===== src/sv/fwto_pkg.sv =====
// Package for the FIFO with entry timeouts: widths, codes, record layout,
// controller/datapath command and status structs, and pointer arithmetic.
// No dependencies.
package fwto_pkg;

  localparam int Depth = 16;
  localparam int AddrW = $clog2(Depth);
  localparam int CntW  = 5;
  localparam int IdW   = 16;
  localparam int TimeW = 32;
  localparam int WaitW = 16;
  localparam int RecW  = IdW + TimeW + WaitW;

  // Input command codes; the fourth code is a no-op
  typedef enum logic [1:0] {
    CMD_ENQ  = 2'd0,
    CMD_DEQ  = 2'd1,
    CMD_TICK = 2'd2,
    CMD_NOP  = 2'd3
  } cmd_t;

  // Result status codes
  typedef enum logic [1:0] {
    ST_OK    = 2'd0,
    ST_EMPTY = 2'd1,
    ST_FULL  = 2'd2
  } status_t;

  // One stored customer record
  typedef struct packed {
    logic [IdW-1:0]   id;
    logic [TimeW-1:0] arrival;
    logic [WaitW-1:0] wait_left;
  } rec_t;

  // Commands from controller to datapath
  typedef struct packed {
    logic start;        // item accepted: clear pending result
    logic enq_write;    // append the input record
    logic set_full;     // flag enqueue on full
    logic set_empty;    // flag dequeue on empty
    logic deq_read;     // read oldest entry
    logic deq_capture;  // capture oldest entry and pop it
    logic tick_start;   // begin aging walk
    logic tick_step;    // process one entry of the walk
    logic load_out;     // move pending result to output register
  } ctl_t;

  // Status from datapath to controller
  typedef struct packed {
    logic full;
    logic empty;
    logic tick_last;
    logic out_free;
  } sts_t;

  // Circular pointer add: a + b modulo Depth, with b at most Depth
  function automatic logic [AddrW-1:0] wrap_add(input logic [AddrW-1:0] a,
                                                input logic [CntW-1:0]  b);
    logic [CntW:0] s;
    s = (CntW+1)'(a) + (CntW+1)'(b);
    if (s >= (CntW+1)'(Depth)) begin
      s = s - (CntW+1)'(Depth);
    end
    return s[AddrW-1:0];
  endfunction

endpackage


===== src/sv/fifo_with_entry_timeouts_unit.sv =====
// Top level of the FIFO with entry timeouts.
// Depends on fwto_pkg, fwto_ctrl and fwto_dpath.
//
// Usage:
//   Input channel (in_valid/in_stall) carries one command per transfer:
//   enqueue a record, dequeue the oldest record, or tick (age all entries
//   by one and drop those whose wait reaches zero). Each command returns
//   exactly one result transfer on the output channel (out_valid/out_stall)
//   with status, the dequeued record, the tick's removed count and the
//   queue length afterwards.
//   cfg_write_en/cfg_write_data set the capacity limit while idle.
// Command sequencing:
//   Enqueue and no-op do their work as the command is accepted; dequeue
//   adds one registered RAM read; tick walks the queue, reading one entry
//   per cycle from the single entry RAM read port and writing survivors
//   back packed toward the head. The result then waits for the output
//   register to be free, and only then is the next command taken.
// Reset:
//   Queue empty, capacity limit 16, no result pending. RAM is not cleared.
// Receiver stall:
//   One result waits in the output register; the next command is still
//   accepted and worked, and its result holds until the register frees.
module fifo_with_entry_timeouts_unit (
  input  logic                       clk,
  input  logic                       rst,
  input  logic                       cfg_write_en,
  input  logic [fwto_pkg::CntW-1:0]  cfg_write_data,
  input  logic                       in_valid,
  output logic                       in_stall,
  input  logic [1:0]                 cmd,
  input  logic [fwto_pkg::IdW-1:0]   customer_id,
  input  logic [fwto_pkg::TimeW-1:0] arrival_time,
  input  logic [fwto_pkg::WaitW-1:0] max_wait,
  output logic                       out_valid,
  input  logic                       out_stall,
  output logic [1:0]                 status,
  output logic [fwto_pkg::IdW-1:0]   out_customer_id,
  output logic [fwto_pkg::TimeW-1:0] out_arrival_time,
  output logic [fwto_pkg::WaitW-1:0] out_max_wait,
  output logic [fwto_pkg::CntW-1:0]  removed_count,
  output logic [fwto_pkg::CntW-1:0]  queue_length
);

  fwto_pkg::ctl_t ctl;
  fwto_pkg::sts_t sts;

  fwto_ctrl u_ctrl (
    .clk      (clk),
    .rst      (rst),
    .in_valid (in_valid),
    .cmd      (cmd),
    .in_stall (in_stall),
    .sts      (sts),
    .ctl      (ctl)
  );

  fwto_dpath u_dpath (
    .clk              (clk),
    .rst              (rst),
    .cfg_write_en     (cfg_write_en),
    .cfg_write_data   (cfg_write_data),
    .customer_id      (customer_id),
    .arrival_time     (arrival_time),
    .max_wait         (max_wait),
    .ctl              (ctl),
    .sts              (sts),
    .out_valid        (out_valid),
    .out_stall        (out_stall),
    .status           (status),
    .out_customer_id  (out_customer_id),
    .out_arrival_time (out_arrival_time),
    .out_max_wait     (out_max_wait),
    .removed_count    (removed_count),
    .queue_length     (queue_length)
  );

endmodule


===== src/sv/fwto_ram.sv =====
// Generic simple dual-port RAM: one write port, one read port with
// registered read data. No dependencies.
module fwto_ram #(
  parameter int Width    = 64,
  parameter int DepthRam = 16
) (
  input  logic                                          clk,
  input  logic                                          we,
  input  logic [((DepthRam > 1) ? $clog2(DepthRam) : 1)-1:0] waddr,
  input  logic [Width-1:0]                              wdata,
  input  logic [((DepthRam > 1) ? $clog2(DepthRam) : 1)-1:0] raddr,
  output logic [Width-1:0]                              rdata
);

  logic [Width-1:0] mem [DepthRam];

  // Write port and registered read port
  always_ff @(posedge clk) begin
    if (we) begin
      mem[waddr] <= wdata;
    end
    rdata <= mem[raddr];
  end

endmodule


===== src/sv/fwto_ctrl.sv =====
// Controller state machine for the FIFO with entry timeouts.
// Depends on fwto_pkg; drives fwto_dpath through ctl_t and reads sts_t.
module fwto_ctrl (
  input  logic             clk,
  input  logic             rst,
  input  logic             in_valid,
  input  logic [1:0]       cmd,
  output logic             in_stall,
  input  fwto_pkg::sts_t   sts,
  output fwto_pkg::ctl_t   ctl
);

  typedef enum logic [3:0] {
    S_IDLE = 4'b0001,
    S_DEQ  = 4'b0010,
    S_TICK = 4'b0100,
    S_DONE = 4'b1000
  } state_t;

  state_t state, state_next;

  // State register
  always_ff @(posedge clk) begin
    if (rst) begin
      state <= S_IDLE;
    end else begin
      state <= state_next;
    end
  end

  assign in_stall = (state != S_IDLE);

  // Next state and datapath commands
  always_comb begin
    state_next = state;
    ctl        = '0;
    case (state)
      S_IDLE: begin
        if (in_valid) begin
          ctl.start  = 1'b1;
          state_next = S_DONE;
          case (fwto_pkg::cmd_t'(cmd))
            fwto_pkg::CMD_ENQ: begin
              if (sts.full) begin
                ctl.set_full = 1'b1;
              end else begin
                ctl.enq_write = 1'b1;
              end
            end
            fwto_pkg::CMD_DEQ: begin
              if (sts.empty) begin
                ctl.set_empty = 1'b1;
              end else begin
                ctl.deq_read = 1'b1;
                state_next   = S_DEQ;
              end
            end
            fwto_pkg::CMD_TICK: begin
              if (!sts.empty) begin
                ctl.tick_start = 1'b1;
                state_next     = S_TICK;
              end
            end
            default: ;
          endcase
        end
      end
      S_DEQ: begin
        ctl.deq_capture = 1'b1;
        state_next      = S_DONE;
      end
      S_TICK: begin
        ctl.tick_step = 1'b1;
        if (sts.tick_last) begin
          state_next = S_DONE;
        end
      end
      S_DONE: begin
        if (sts.out_free) begin
          ctl.load_out = 1'b1;
          state_next   = S_IDLE;
        end
      end
      default: state_next = S_IDLE;
    endcase
  end

endmodule


===== src/sv/fwto_dpath.sv =====
// Datapath for the FIFO with entry timeouts: circular entry RAM, head and
// count, aging walk counters, pending result and output register.
// Depends on fwto_pkg and fwto_ram.
module fwto_dpath (
  input  logic                          clk,
  input  logic                          rst,
  input  logic                          cfg_write_en,
  input  logic [fwto_pkg::CntW-1:0]     cfg_write_data,
  input  logic [fwto_pkg::IdW-1:0]      customer_id,
  input  logic [fwto_pkg::TimeW-1:0]    arrival_time,
  input  logic [fwto_pkg::WaitW-1:0]    max_wait,
  input  fwto_pkg::ctl_t                ctl,
  output fwto_pkg::sts_t                sts,
  output logic                          out_valid,
  input  logic                          out_stall,
  output logic [1:0]                    status,
  output logic [fwto_pkg::IdW-1:0]      out_customer_id,
  output logic [fwto_pkg::TimeW-1:0]    out_arrival_time,
  output logic [fwto_pkg::WaitW-1:0]    out_max_wait,
  output logic [fwto_pkg::CntW-1:0]     removed_count,
  output logic [fwto_pkg::CntW-1:0]     queue_length
);

  logic [fwto_pkg::CntW-1:0]  cap_limit;
  logic [fwto_pkg::CntW-1:0]  eff_limit;
  logic [fwto_pkg::AddrW-1:0] head;
  logic [fwto_pkg::CntW-1:0]  count;
  logic [fwto_pkg::AddrW-1:0] rd_idx;
  logic [fwto_pkg::CntW-1:0]  wr_cnt;
  logic [fwto_pkg::CntW-1:0]  wr_cnt_next;
  logic [fwto_pkg::CntW-1:0]  rd_pos_next;

  fwto_pkg::status_t pend_status;
  fwto_pkg::rec_t    pend_rec;
  logic [fwto_pkg::CntW-1:0] pend_removed;

  fwto_pkg::rec_t             rd_data;
  fwto_pkg::rec_t             wr_data;
  fwto_pkg::rec_t             aged_rec;
  logic                       we;
  logic [fwto_pkg::AddrW-1:0] waddr;
  logic [fwto_pkg::AddrW-1:0] raddr;
  logic                       survive;
  logic                       out_taken;

  // Limit saturated to the storage depth
  assign eff_limit = (cap_limit > fwto_pkg::CntW'(fwto_pkg::Depth)) ?
                     fwto_pkg::CntW'(fwto_pkg::Depth) : cap_limit;

  // Walk bookkeeping
  assign rd_pos_next = fwto_pkg::CntW'(rd_idx) + fwto_pkg::CntW'(1);
  assign survive     = (rd_data.wait_left != fwto_pkg::WaitW'(1));
  assign wr_cnt_next = survive ? (wr_cnt + fwto_pkg::CntW'(1)) : wr_cnt;

  // Aged record: zero wait holds at zero
  always_comb begin
    aged_rec = rd_data;
    if (rd_data.wait_left != '0) begin
      aged_rec.wait_left = rd_data.wait_left - fwto_pkg::WaitW'(1);
    end
  end

  // Status to controller
  assign out_taken     = out_valid && !out_stall;
  assign sts.full      = (count >= eff_limit);
  assign sts.empty     = (count == '0);
  assign sts.tick_last = (rd_pos_next == count);
  assign sts.out_free  = !out_valid || !out_stall;

  // RAM port muxing
  always_comb begin
    we      = 1'b0;
    waddr   = fwto_pkg::wrap_add(head, wr_cnt);
    wr_data = aged_rec;
    if (ctl.enq_write) begin
      we      = 1'b1;
      waddr   = fwto_pkg::wrap_add(head, count);
      wr_data = '{id: customer_id, arrival: arrival_time, wait_left: max_wait};
    end else if (ctl.tick_step && survive) begin
      we = 1'b1;
    end
    if (ctl.deq_read || ctl.tick_start) begin
      raddr = head;
    end else begin
      raddr = fwto_pkg::wrap_add(head, rd_pos_next);
    end
  end

  fwto_ram #(
    .Width    (fwto_pkg::RecW),
    .DepthRam (fwto_pkg::Depth)
  ) u_ram (
    .clk   (clk),
    .we    (we),
    .waddr (waddr),
    .wdata (wr_data),
    .raddr (raddr),
    .rdata (rd_data)
  );

  // Capacity register and queue pointers
  always_ff @(posedge clk) begin
    if (rst) begin
      cap_limit <= fwto_pkg::CntW'(fwto_pkg::Depth);
      head      <= '0;
      count     <= '0;
    end else begin
      if (cfg_write_en) begin
        cap_limit <= cfg_write_data;
      end
      if (ctl.enq_write) begin
        count <= count + fwto_pkg::CntW'(1);
      end else if (ctl.deq_capture) begin
        head  <= fwto_pkg::wrap_add(head, fwto_pkg::CntW'(1));
        count <= count - fwto_pkg::CntW'(1);
      end else if (ctl.tick_step && sts.tick_last) begin
        count <= wr_cnt_next;
      end
    end
  end

  // Walk counters and pending result
  always_ff @(posedge clk) begin
    if (ctl.set_full) begin
      pend_status <= fwto_pkg::ST_FULL;
    end else if (ctl.set_empty) begin
      pend_status <= fwto_pkg::ST_EMPTY;
    end else if (ctl.start) begin
      pend_status <= fwto_pkg::ST_OK;
    end
    if (ctl.deq_capture) begin
      pend_rec <= rd_data;
    end else if (ctl.start) begin
      pend_rec <= '0;
    end
    if (ctl.start) begin
      pend_removed <= '0;
    end else if (ctl.tick_step && !survive) begin
      pend_removed <= pend_removed + fwto_pkg::CntW'(1);
    end
    if (ctl.tick_start) begin
      rd_idx <= '0;
      wr_cnt <= '0;
    end else if (ctl.tick_step) begin
      rd_idx <= rd_idx + fwto_pkg::AddrW'(1);
      wr_cnt <= wr_cnt_next;
    end
  end

  // Output register valid
  always_ff @(posedge clk) begin
    if (rst) begin
      out_valid <= 1'b0;
    end else if (ctl.load_out) begin
      out_valid <= 1'b1;
    end else if (out_taken) begin
      out_valid <= 1'b0;
    end
  end

  // Output register payload
  always_ff @(posedge clk) begin
    if (ctl.load_out) begin
      status           <= pend_status;
      out_customer_id  <= pend_rec.id;
      out_arrival_time <= pend_rec.arrival;
      out_max_wait     <= pend_rec.wait_left;
      removed_count    <= pend_removed;
      queue_length     <= count;
    end
  end

endmodule


===== config.mk =====
export PLATFORM = sky130hd
export DESIGN_NAME = fifo_with_entry_timeouts_unit
export DESIGN_NICKNAME = d
export VERILOG_FILES = /design/src/sv/fwto_pkg.sv /design/src/sv/fifo_with_entry_timeouts_unit.sv /design/src/sv/fwto_ram.sv /design/src/sv/fwto_ctrl.sv /design/src/sv/fwto_dpath.sv
export SDC_FILE = /design/constraint.sdc
export NUM_CORES = 1
export LEC_CHECK = 0
export BUFFER_PORTS_ARGS = -buffer_cell sky130_fd_sc_hd__buf_4
export CAP_MARGIN = 40
export CORE_ASPECT_RATIO = 2
export CORE_MARGIN = 2
export CORE_UTILIZATION = 56
export CTS_CLUSTER_SIZE = 12
export DETAILED_ROUTE_END_ITERATION = 8
export GPL_TIMING_DRIVEN = 1
export PLACE_DENSITY = 0.73
export SETUP_SLACK_MARGIN = 0.02
export SYNTH_ARGS = -nofsm -noshare
export SYNTH_HDL_FRONTEND = slang
export SYNTH_SLANG_ARGS = --single-unit

===== constraint.sdc =====
create_clock -name clk -period 31 [get_ports clk]
set_input_delay 6.2 -clock clk [delete_from_list [all_inputs] [get_ports clk]]
set_output_delay 6.2 -clock clk [all_outputs]
set_load 0.01 [all_outputs]

==> flow_results.xml, run 1 <==
<?xml version="1.0" encoding="UTF-8"?>
<metrics>
  <group name="cts">
    <metric name="path_clk_slew" unit="ns">0.07</metric>
    <metric name="numClockSinks" unit="">1263</metric>
    <metric name="cts-hold-fix-buffers" unit="">0</metric>
    <metric name="clock_network_latency_to_the_later_pin_of_the_worst_skew_pair" unit="ns">0.72</metric>
    <metric name="ctsRootBufferMaster" unit="">sky130_fd_sc_hd__clkbuf_16</metric>
    <metric name="cts_htree_levels" unit="">3</metric>
    <metric name="ctsLongestPathBuffers" unit="">3</metric>
    <metric name="post-cts-setup-buffers" unit="">0</metric>
    <metric name="tritoncts" unit="">built</metric>
    <metric name="numCtsBuffers" unit="">116</metric>
    <metric name="ctsResizeCount" unit="">0</metric>
  </group>
  <group name="die">
    <metric name="die_y" unit="µm">419.6</metric>
    <metric name="floorplan.die_area" unit="mm²">0.08888</metric>
    <metric name="start_util" unit="%">56.39</metric>
    <metric name="fp.dieW" unit="µm">211.8</metric>
    <metric name="num_io_pins" unit="">154</metric>
    <metric name="floorplan.core_area" unit="mm²">0.08577</metric>
    <metric name="placement_rows" unit="">152</metric>
  </group>
  <group name="finish">
    <metric name="final_cell_count_no_fill" unit="">4480</metric>
    <metric name="insertedDiodeCount" unit="">0</metric>
    <metric name="design.final.nets" unit="">3327</metric>
    <metric name="syn2layout_area_growth" unit="%">13.16</metric>
    <metric name="post_route_cells_drive_above_1_share" unit="%">17.08</metric>
  </group>
  <group name="synth">
    <metric name="synth.top_cell.area_share" unit="%">72.26</metric>
    <metric name="syn-instance-count" unit="">3041</metric>
    <metric name="async_flop_share" unit="%">0</metric>
    <metric name="netlist-cell-type-count" unit="">55</metric>
    <metric name="synth.most_common_cell" unit="">sky130_fd_sc_hd__edfxtp_1</metric>
    <metric name="synth.yosys.warnings" unit="">0</metric>
    <metric name="synth.largest_area_cell" unit="">sky130_fd_sc_hd__edfxtp_1</metric>
    <metric name="synth-edff-count" unit="">1164</metric>
    <metric name="syn_nets" unit="">3141</metric>
    <metric name="syn_area_per_cell" unit="µm²">15.91</metric>
    <metric name="synth_area" unit="mm²">0.04837</metric>
    <metric name="yosys_most_used_dff" unit="">sky130_fd_sc_hd__edfxtp_1</metric>
    <metric name="synth.yosys.seq_area_share" unit="%">76.36</metric>
    <metric name="synth-seq-cells" unit="">1263</metric>
    <metric name="synth.top_cells.by_count" unit="">sky130_fd_sc_hd__edfxtp_1, sky130_fd_sc_hd__nand2_1, sky130_fd_sc_hd__nand3_1</metric>
    <metric name="synth_top_cells_by_area" unit="">sky130_fd_sc_hd__edfxtp_1, sky130_fd_sc_hd__mux4_2, sky130_fd_sc_hd__nand2_1</metric>
  </group>
  <group name="critical_path">
    <metric name="ff_to_ff_end" unit="">u_dpath.u_ram.mem[9][43]</metric>
    <metric name="path_class" unit="">in2reg</metric>
    <metric name="critPathLaunchType" unit="">primary input</metric>
    <metric name="worst_path_max_delay_cell" unit="">sky130_fd_sc_hd__a21oi_4</metric>
    <metric name="crit_chain" unit="">buf_4 -&gt; inv_1 -&gt; nor2_1 -&gt; nand2_1 -&gt; nor2_4 -&gt; buf_4 -&gt; mux2_2 -&gt; ha_1 -&gt; a21o_1 -&gt; a21oi_1 -&gt; xnor2_1 -&gt; nand3_1 -&gt; a21oi_4 -&gt; buf_4</metric>
    <metric name="critical_path_sink_type" unit="">flop</metric>
    <metric name="cpPeakStageDelay" unit="ns">0.91</metric>
    <metric name="critPathMostFrequentCell" unit="">sky130_fd_sc_hd__buf_4</metric>
    <metric name="regToRegStartpoint" unit="">u_dpath.count[0]</metric>
    <metric name="reg2regPathDepth" unit="">16</metric>
    <metric name="worstPathMaxFanout" unit="">46</metric>
    <metric name="worstPathArrival" unit="ns">12.56</metric>
    <metric name="r2r_slack" unit="ns">23.33</metric>
    <metric name="cp.required" unit="ns">31.33</metric>
  </group>
  <group name="status">
    <metric name="run_status" unit="">complete, no violations</metric>
  </group>
  <group name="sta">
    <metric name="finalCritPeriodShare" unit="%">39.46</metric>
    <metric name="setup_viol" unit="">0</metric>
    <metric name="timing_worst_slew_pin_value" unit="ns">1.110</metric>
    <metric name="achievable-frequency" unit="MHz">81.76</metric>
    <metric name="rsz_0062_raised_after_global_routing" unit="">no</metric>
    <metric name="slew_headroom" unit="%">25.97</metric>
    <metric name="clock-skew-final" unit="ns">0.03484</metric>
    <metric name="timing.final.crit_period" unit="ns">12.23</metric>
    <metric name="slew_viol_final" unit="">0</metric>
    <metric name="setup_tns" unit="ns">0</metric>
    <metric name="hold_viol" unit="">0</metric>
  </group>
  <group name="global_routing">
    <metric name="initial_antenna_violation_count" unit="">0</metric>
    <metric name="maximum_number_of_pins_on_one_net_before_global_route_repair" unit="">177</metric>
    <metric name="number_of_global_route_vias_before_repair" unit="">28274</metric>
    <metric name="grt_first_pass_wirelength" unit="µm">167900</metric>
    <metric name="grt_usage" unit="%">25.54</metric>
    <metric name="grt_overflow_total" unit="">0</metric>
  </group>
  <group name="hold_path">
    <metric name="worst_hold_path_type" unit="">reg2reg</metric>
    <metric name="worst_hold_path.num_cells" unit="">0</metric>
    <metric name="timing.hold.worst.start" unit="">u_dpath.pend_rec[41]</metric>
    <metric name="whs_endpoint" unit="">u_dpath.out_arrival_time[25]</metric>
  </group>
  <group name="power">
    <metric name="totalPowerFinal" unit="mW">5.278</metric>
    <metric name="seqPwrFrac" unit="%">42.6</metric>
    <metric name="intPower" unit="mW">3.469</metric>
    <metric name="power.density" unit="mW/mm²">96.42</metric>
    <metric name="switching_share" unit="%">34.27</metric>
    <metric name="switchingPower" unit="mW">1.809</metric>
    <metric name="share_clk_of_total_power" unit="%">24.8</metric>
    <metric name="power.share.combinational" unit="%">32.6</metric>
    <metric name="total_leakage_power" unit="nW">18.20</metric>
    <metric name="ir_drop" unit="V">0.00007452</metric>
  </group>
  <group name="flow_run">
    <metric name="drv_cap" unit="">0</metric>
  </group>
  <group name="drt">
    <metric name="viasPerCell" unit="">6.140</metric>
    <metric name="wirelength" unit="µm">112400</metric>
    <metric name="antenna_left" unit="">0</metric>
    <metric name="average_wire_per_standard_cell" unit="µm">25.08</metric>
    <metric name="iter_0_drt_violations" unit="">3223</metric>
    <metric name="firstDrtPassIters" unit="">8</metric>
    <metric name="vias" unit="">27505</metric>
    <metric name="drt_drc_violations_left" unit="">0</metric>
  </group>
  <group name="placed_design">
    <metric name="gp_congestion" unit="">0.8162</metric>
    <metric name="hpwl" unit="µm">63030</metric>
    <metric name="placedCellCount" unit="">4263</metric>
    <metric name="port_buffers" unit="">153</metric>
  </group>
</metrics>
stage by stage:
stage / worst slack [ns] / hold slack [ns] / utilization (%) / cell area [µm²]
after floorplan: 15.36 / 0.4003 / - / 48370
after global placement: 18.01 / 0.4005 / 59.45 / 50990
after detailed placement: 18.10 / 0.4045 / 59.83 / 51320
after CTS: 18.84 / 0.4033 / 63.80 / 54730
after global routing: 18.38 / 0.4108 / 63.81 / 54730
final: 18.77 / 0.3982 / 63.81 / 54730
worst max-delay path by stage:
stage,start,endpoint,slack [ns],cells past startpoint
6_report,in_valid,u_dpath.u_ram.mem[9][44],18.77,14
5_1_grt,in_valid,u_dpath.u_ram.mem[9][44],18.38,14
2_1_floorplan,in_valid,u_dpath.u_ram.mem[4][0],15.36,13
4_1_cts,in_valid,u_dpath.u_ram.mem[9][43],18.84,14
3_5_place_dp,in_valid,u_dpath.u_ram.mem[9][44],18.10,14
3_3_place_gp,in_valid,u_dpath.u_ram.mem[12][43],18.01,14
cell usage in the layout, fill, tap and decap left out, types with 9 or more instances in the layout:
cell and n:
sky130_fd_sc_hd__nand3_1 283, sky130_fd_sc_hd__xor2_1 19, sky130_fd_sc_hd__a32oi_1 22, sky130_fd_sc_hd__edfxtp_1 1164, sky130_fd_sc_hd__and2_1 64, sky130_fd_sc_hd__a22oi_1 50
sky130_fd_sc_hd__xnor2_1 17, sky130_fd_sc_hd__o21ai_0 21, sky130_fd_sc_hd__o21ai_1 61, sky130_fd_sc_hd__mux4_2 122, sky130_fd_sc_hd__nor2_1 43, sky130_fd_sc_hd__nand4_1 64
sky130_fd_sc_hd__buf_4 215, sky130_fd_sc_hd__nand2_1 594, sky130_fd_sc_hd__clkbuf_16 117, sky130_fd_sc_hd__nor3_1 10, sky130_fd_sc_hd__or3_1 9, sky130_fd_sc_hd__o211ai_1 9
sky130_fd_sc_hd__a21oi_1 34, sky130_fd_sc_hd__inv_1 17, sky130_fd_sc_hd__dfxtp_1 99, sky130_fd_sc_hd__clkbuf_1 90, sky130_fd_sc_hd__mux2_2 54, sky130_fd_sc_hd__ha_1 22
worst max-delay path, delay by kind of cell:
kind | cells | cell delay (ns)
XOR/XNOR | 1 | 0.22
AND/OR/NAND/NOR | 4 | 2.22
adder cells (fa/ha/maj) | 1 | 0.28
multiplexers | 1 | 0.43
buffers and inverters | 4 | 1.89
AO/OA/AOI/OAI | 3 | 1.26
layer usage:
metal / up-vias / track usage [%] / wire [µm] / part of all wire, %
met2: 1399 / 45.33 / 59330 / 53
li1: 11939 / - / - / -
met1: 13876 / 30.72 / 40300 / 36
met3: 291 / 3.991 / 8031 / 7.1
met4: 0 / 11.45 / 4694 / 4.2
met5: - / 0 / 0 / 0
cell type report:
| cell class | instances | area, µm² |
|---|---|---|
| Fill cell | 5797 | 31040 |
| Timing Repair Buffer | 229 | 1912 |
| Tap cell | 1155 | 1445 |
| Multi-Input combinational cell | 1599 | 10960 |
| Inverter | 18 | 67.56 |
| Clock buffer | 209 | 3293 |
| Sequential cell | 1263 | 36940 |
| Clock inverter | 7 | 117.6 |
flip-flops by register name (all words and copies together), names as in the netlist, 4 cells and up:
register and count:
u_dpath.u_ram.rdata 64, u_dpath.count 5, u_dpath.queue_length 5, u_dpath.u_ram.mem 1024, u_dpath.out_arrival_time 32, u_dpath.wr_cnt 5
u_dpath.head 4, u_dpath.out_customer_id 16, u_dpath.cap_limit 5, u_dpath.rd_idx 4, u_dpath.removed_count 5, u_dpath.out_max_wait 16
u_dpath.pend_removed 5, u_ctrl.state 4, u_dpath.pend_rec 64
kinds of logic after synthesis:
group,after synthesis,share of synthesized area [%]
AOI/OAI and AO/OA,235,3.112
xor gates and xnor gates,37,0.6984
adders and majority gates,24,0.6518
buffers and inverters,179,1.552
DFF,1263,76.36
muxes,186,7.150
and+or+nand+nor,1117,10.48
power by group through the flow:
stage	logic [mW]	registers (mW)	clock network, mW
2_1_floorplan	1.12	2.26	0
3_3_place_gp	1.60	2.28	0
3_5_place_dp	1.70	2.28	0
4_1_cts	1.71	2.25	1.33
5_1_grt	1.85	2.26	1.39
6_report	1.72	2.25	1.31
Note: power is estimated with default switching activity, not from simulation.
==> run 2, diff against run 1 <==
--- a/config.mk
+++ b/config.mk
@@ -13,7 +13,7 @@
 export CTS_CLUSTER_SIZE = 12
 export DETAILED_ROUTE_END_ITERATION = 8
 export GPL_TIMING_DRIVEN = 1
-export PLACE_DENSITY = 0.73
+export PLACE_DENSITY = 0.76
 export SETUP_SLACK_MARGIN = 0.02
 export SYNTH_ARGS = -nofsm -noshare
 export SYNTH_HDL_FRONTEND = slang
==> constraint.sdc (replaced) <==
create_clock -name clk -period 10.9 [get_ports clk]
set_input_delay 2.18 -clock clk [delete_from_list [all_inputs] [get_ports clk]]
set_output_delay 2.18 -clock clk [all_outputs]
set_load 0.01 [all_outputs]
==> run 2 against run 1 <==
  * Via count is 0.71% higher
  * Design area is 0.32% higher
  * Die area stayed put
  * Core utilization is 0.20 points higher
  * Routed wire length is 3.0% higher
  * Sequential power grew to 2.8 times the previous value
  * Clock power grew to 2.8 times the previous value
  * Global-route usage is 0.80 points higher
  * Final cell count is 0.22% higher
  * Largest cell class unchanged
==> flow_results.xml, run 2 (synthesis results as in run 1) <==
<?xml version="1.0" encoding="UTF-8"?>
<metrics>
  <group name="critical_path">
    <metric name="worstPathMaxFanout" unit="">52</metric>
    <metric name="cp.required" unit="ns">11.22</metric>
    <metric name="reg2regPathDepth" unit="">16</metric>
    <metric name="regToRegStartpoint" unit="">u_dpath.count[0]</metric>
    <metric name="critPathLaunchType" unit="">primary input</metric>
    <metric name="r2r_slack" unit="ns">4.53</metric>
    <metric name="path_class" unit="">in2reg</metric>
    <metric name="worstPathArrival" unit="ns">7.29</metric>
    <metric name="ff_to_ff_end" unit="">u_dpath.u_ram.mem[14][63]</metric>
    <metric name="critical_path_sink_type" unit="">flop</metric>
  </group>
  <group name="placed_design">
    <metric name="gp_congestion" unit="">0.8292</metric>
    <metric name="port_buffers" unit="">153</metric>
    <metric name="dpl_cell_area" unit="mm²">0.05149</metric>
    <metric name="hpwl" unit="µm">66690</metric>
  </group>
  <group name="cts">
    <metric name="numClockSinks" unit="">1263</metric>
    <metric name="numCtsBuffers" unit="">116</metric>
    <metric name="cts_htree_levels" unit="">3</metric>
    <metric name="ctsRootBufferMaster" unit="">sky130_fd_sc_hd__clkbuf_16</metric>
    <metric name="ctsLongestPathBuffers" unit="">3</metric>
    <metric name="post-cts-setup-buffers" unit="">0</metric>
    <metric name="tritoncts" unit="">built</metric>
    <metric name="ctsResizeCount" unit="">0</metric>
    <metric name="cts-hold-fix-buffers" unit="">0</metric>
    <metric name="clock_network_latency_to_the_later_pin_of_the_worst_skew_pair" unit="ns">0.72</metric>
    <metric name="path_clk_slew" unit="ns">0.06</metric>
  </group>
  <group name="finish">
    <metric name="syn2layout_area_growth" unit="%">13.52</metric>
    <metric name="top_library_cells_by_usage_in_the_layout_fill_and_taps_aside" unit="">sky130_fd_sc_hd__edfxtp_1, sky130_fd_sc_hd__nand2_1, sky130_fd_sc_hd__nand3_1, sky130_fd_sc_hd__buf_4, sky130_fd_sc_hd__mux4_2</metric>
    <metric name="largest_reg_flops" unit="">1024</metric>
    <metric name="mostFrequentLayoutCell" unit="">sky130_fd_sc_hd__edfxtp_1</metric>
    <metric name="design.final.nets" unit="">3341</metric>
    <metric name="design_area" unit="mm²">0.05491</metric>
    <metric name="post_route_cells_drive_above_1_share" unit="%">17.48</metric>
    <metric name="insertedDiodeCount" unit="">0</metric>
    <metric name="layout_top_registers" unit="">u_dpath.u_ram.mem x1024, u_dpath.pend_rec x64, u_dpath.u_ram.rdata x64</metric>
    <metric name="largest_register" unit="">u_dpath.u_ram.mem</metric>
  </group>
  <group name="hold_path">
    <metric name="worst_hold_path_type" unit="">reg2reg</metric>
    <metric name="whs_endpoint" unit="">u_dpath.out_max_wait[9]</metric>
    <metric name="worst_hold_path.num_cells" unit="">0</metric>
    <metric name="timing.hold.worst.start" unit="">u_dpath.pend_rec[9]</metric>
  </group>
  <group name="die">
    <metric name="floorplan.core_area" unit="mm²">0.08577</metric>
    <metric name="floorplan.die_area" unit="mm²">0.08888</metric>
    <metric name="start_util" unit="%">56.39</metric>
    <metric name="num_io_pins" unit="">154</metric>
    <metric name="fp.dieW" unit="µm">211.8</metric>
    <metric name="die_y" unit="µm">419.6</metric>
    <metric name="placement_rows" unit="">152</metric>
  </group>
  <group name="drt">
    <metric name="wirelength" unit="µm">115700</metric>
    <metric name="vias" unit="">27701</metric>
    <metric name="viasPerCell" unit="">6.169</metric>
    <metric name="average_wire_per_standard_cell" unit="µm">25.77</metric>
    <metric name="antenna_left" unit="">0</metric>
    <metric name="iter_0_drt_violations" unit="">2967</metric>
    <metric name="firstDrtPassIters" unit="">6</metric>
    <metric name="drt_drc_violations_left" unit="">0</metric>
  </group>
  <group name="sta">
    <metric name="achievable-frequency" unit="MHz">143.6</metric>
    <metric name="clock-skew-final" unit="ns">0.02534</metric>
    <metric name="slew_headroom" unit="%">23.13</metric>
    <metric name="rsz_0062_raised_after_global_routing" unit="">no</metric>
    <metric name="timing_worst_slew_pin_value" unit="ns">1.153</metric>
    <metric name="finalCritPeriodShare" unit="%">63.87</metric>
    <metric name="setup_viol" unit="">0</metric>
    <metric name="hold_ws" unit="ns">0.4113</metric>
    <metric name="timing.final.crit_period" unit="ns">6.962</metric>
    <metric name="hold_viol" unit="">0</metric>
    <metric name="slew_viol_final" unit="">0</metric>
  </group>
  <group name="global_routing">
    <metric name="grt_usage" unit="%">26.35</metric>
    <metric name="maximum_number_of_pins_on_one_net_before_global_route_repair" unit="">182</metric>
    <metric name="grt_overflow_total" unit="">0</metric>
    <metric name="initial_antenna_violation_count" unit="">1</metric>
    <metric name="grt_first_pass_wirelength" unit="µm">172400</metric>
    <metric name="number_of_global_route_vias_before_repair" unit="">28941</metric>
  </group>
  <group name="power">
    <metric name="power.density" unit="mW/mm²">274.4</metric>
    <metric name="total_leakage_power" unit="nW">18.30</metric>
    <metric name="ir_drop" unit="V">0.0003463</metric>
  </group>
  <group name="flow_run">
    <metric name="drv_cap" unit="">0</metric>
  </group>
  <group name="status">
    <metric name="run_status" unit="">complete, no violations</metric>
  </group>
</metrics>
-- run 2: changes by cell type in the layout (fill, tap and decap cells not counted), sizes merged --
cell,before,now
buf,229,240
clkbuf,209,208
-- run 2: worst max path at each step --
stage	from	end	cells after the start
6_report	in_valid	u_dpath.u_ram.mem[14][63]	14
5_1_grt	in_valid	u_dpath.u_ram.mem[14][47]	14
4_1_cts	in_valid	u_dpath.u_ram.mem[14][45]	14
3_5_place_dp	in_valid	u_dpath.u_ram.mem[14][45]	14
3_3_place_gp	in_valid	u_dpath.u_ram.mem[14][43]	13
2_1_floorplan	in_valid	u_dpath.u_ram.mem[6][0]	13
-- run 2: final cells by class --
class / instances / area (µm²)
fillers: 5712 / 30860
clock inverters: 7 / 118.9
flip-flops and latches: 1263 / 36940
well taps: 1155 / 1445
clock buffers: 205 / 3278
inverters: 18 / 67.56
repair buffers: 243 / 2108
multi-input cells: 1599 / 10960
-- run 2: critical path, stage by stage --
cell and delay (ns):
sky130_fd_sc_hd__buf_4 0.10, sky130_fd_sc_hd__inv_1 0.08, sky130_fd_sc_hd__nor2_1 0.43, sky130_fd_sc_hd__nand2_1 0.33, sky130_fd_sc_hd__nor2_4 0.19, sky130_fd_sc_hd__buf_12 0.22, sky130_fd_sc_hd__mux2_2 0.39, sky130_fd_sc_hd__ha_1 0.29
sky130_fd_sc_hd__a21o_1 0.19, sky130_fd_sc_hd__a21oi_1 0.17, sky130_fd_sc_hd__xnor2_1 0.24, sky130_fd_sc_hd__nand3_1 0.68, sky130_fd_sc_hd__a211oi_4 0.93, sky130_fd_sc_hd__buf_4 0.84
-- run 2: stage by stage --
step	TNS (ns)	util, %	std cells	power, mW	setup WS, ns
floorplan	-92.46	-	3041	9.618	-0.7223
global placement	0	59.49	4249	11.05	3.012
detailed placement	0	60.03	4274	11.37	3.294
CTS	0	63.99	4486	15.08	3.989
global route	0	64.02	4490	15.66	3.579
finish	0	64.02	4490	15.07	3.938
-- run 2: report_power, final --
| group | internal [mW] | switching (mW) |
|---|---|---|
| combinational | 1.62 | 3.34 |
| sequential | 6.22 | 0.181 |
| clock | 2.03 | 1.69 |
-- run 2: layer usage --
layer	part of all wire, %	global-route usage (%)	vias up
li1	-	-	11949
met1	33	29.44	13890
met2	54	47.46	1508
met3	7.2	3.999	352
met4	5.8	15.54	2
met5	0.012	0	-
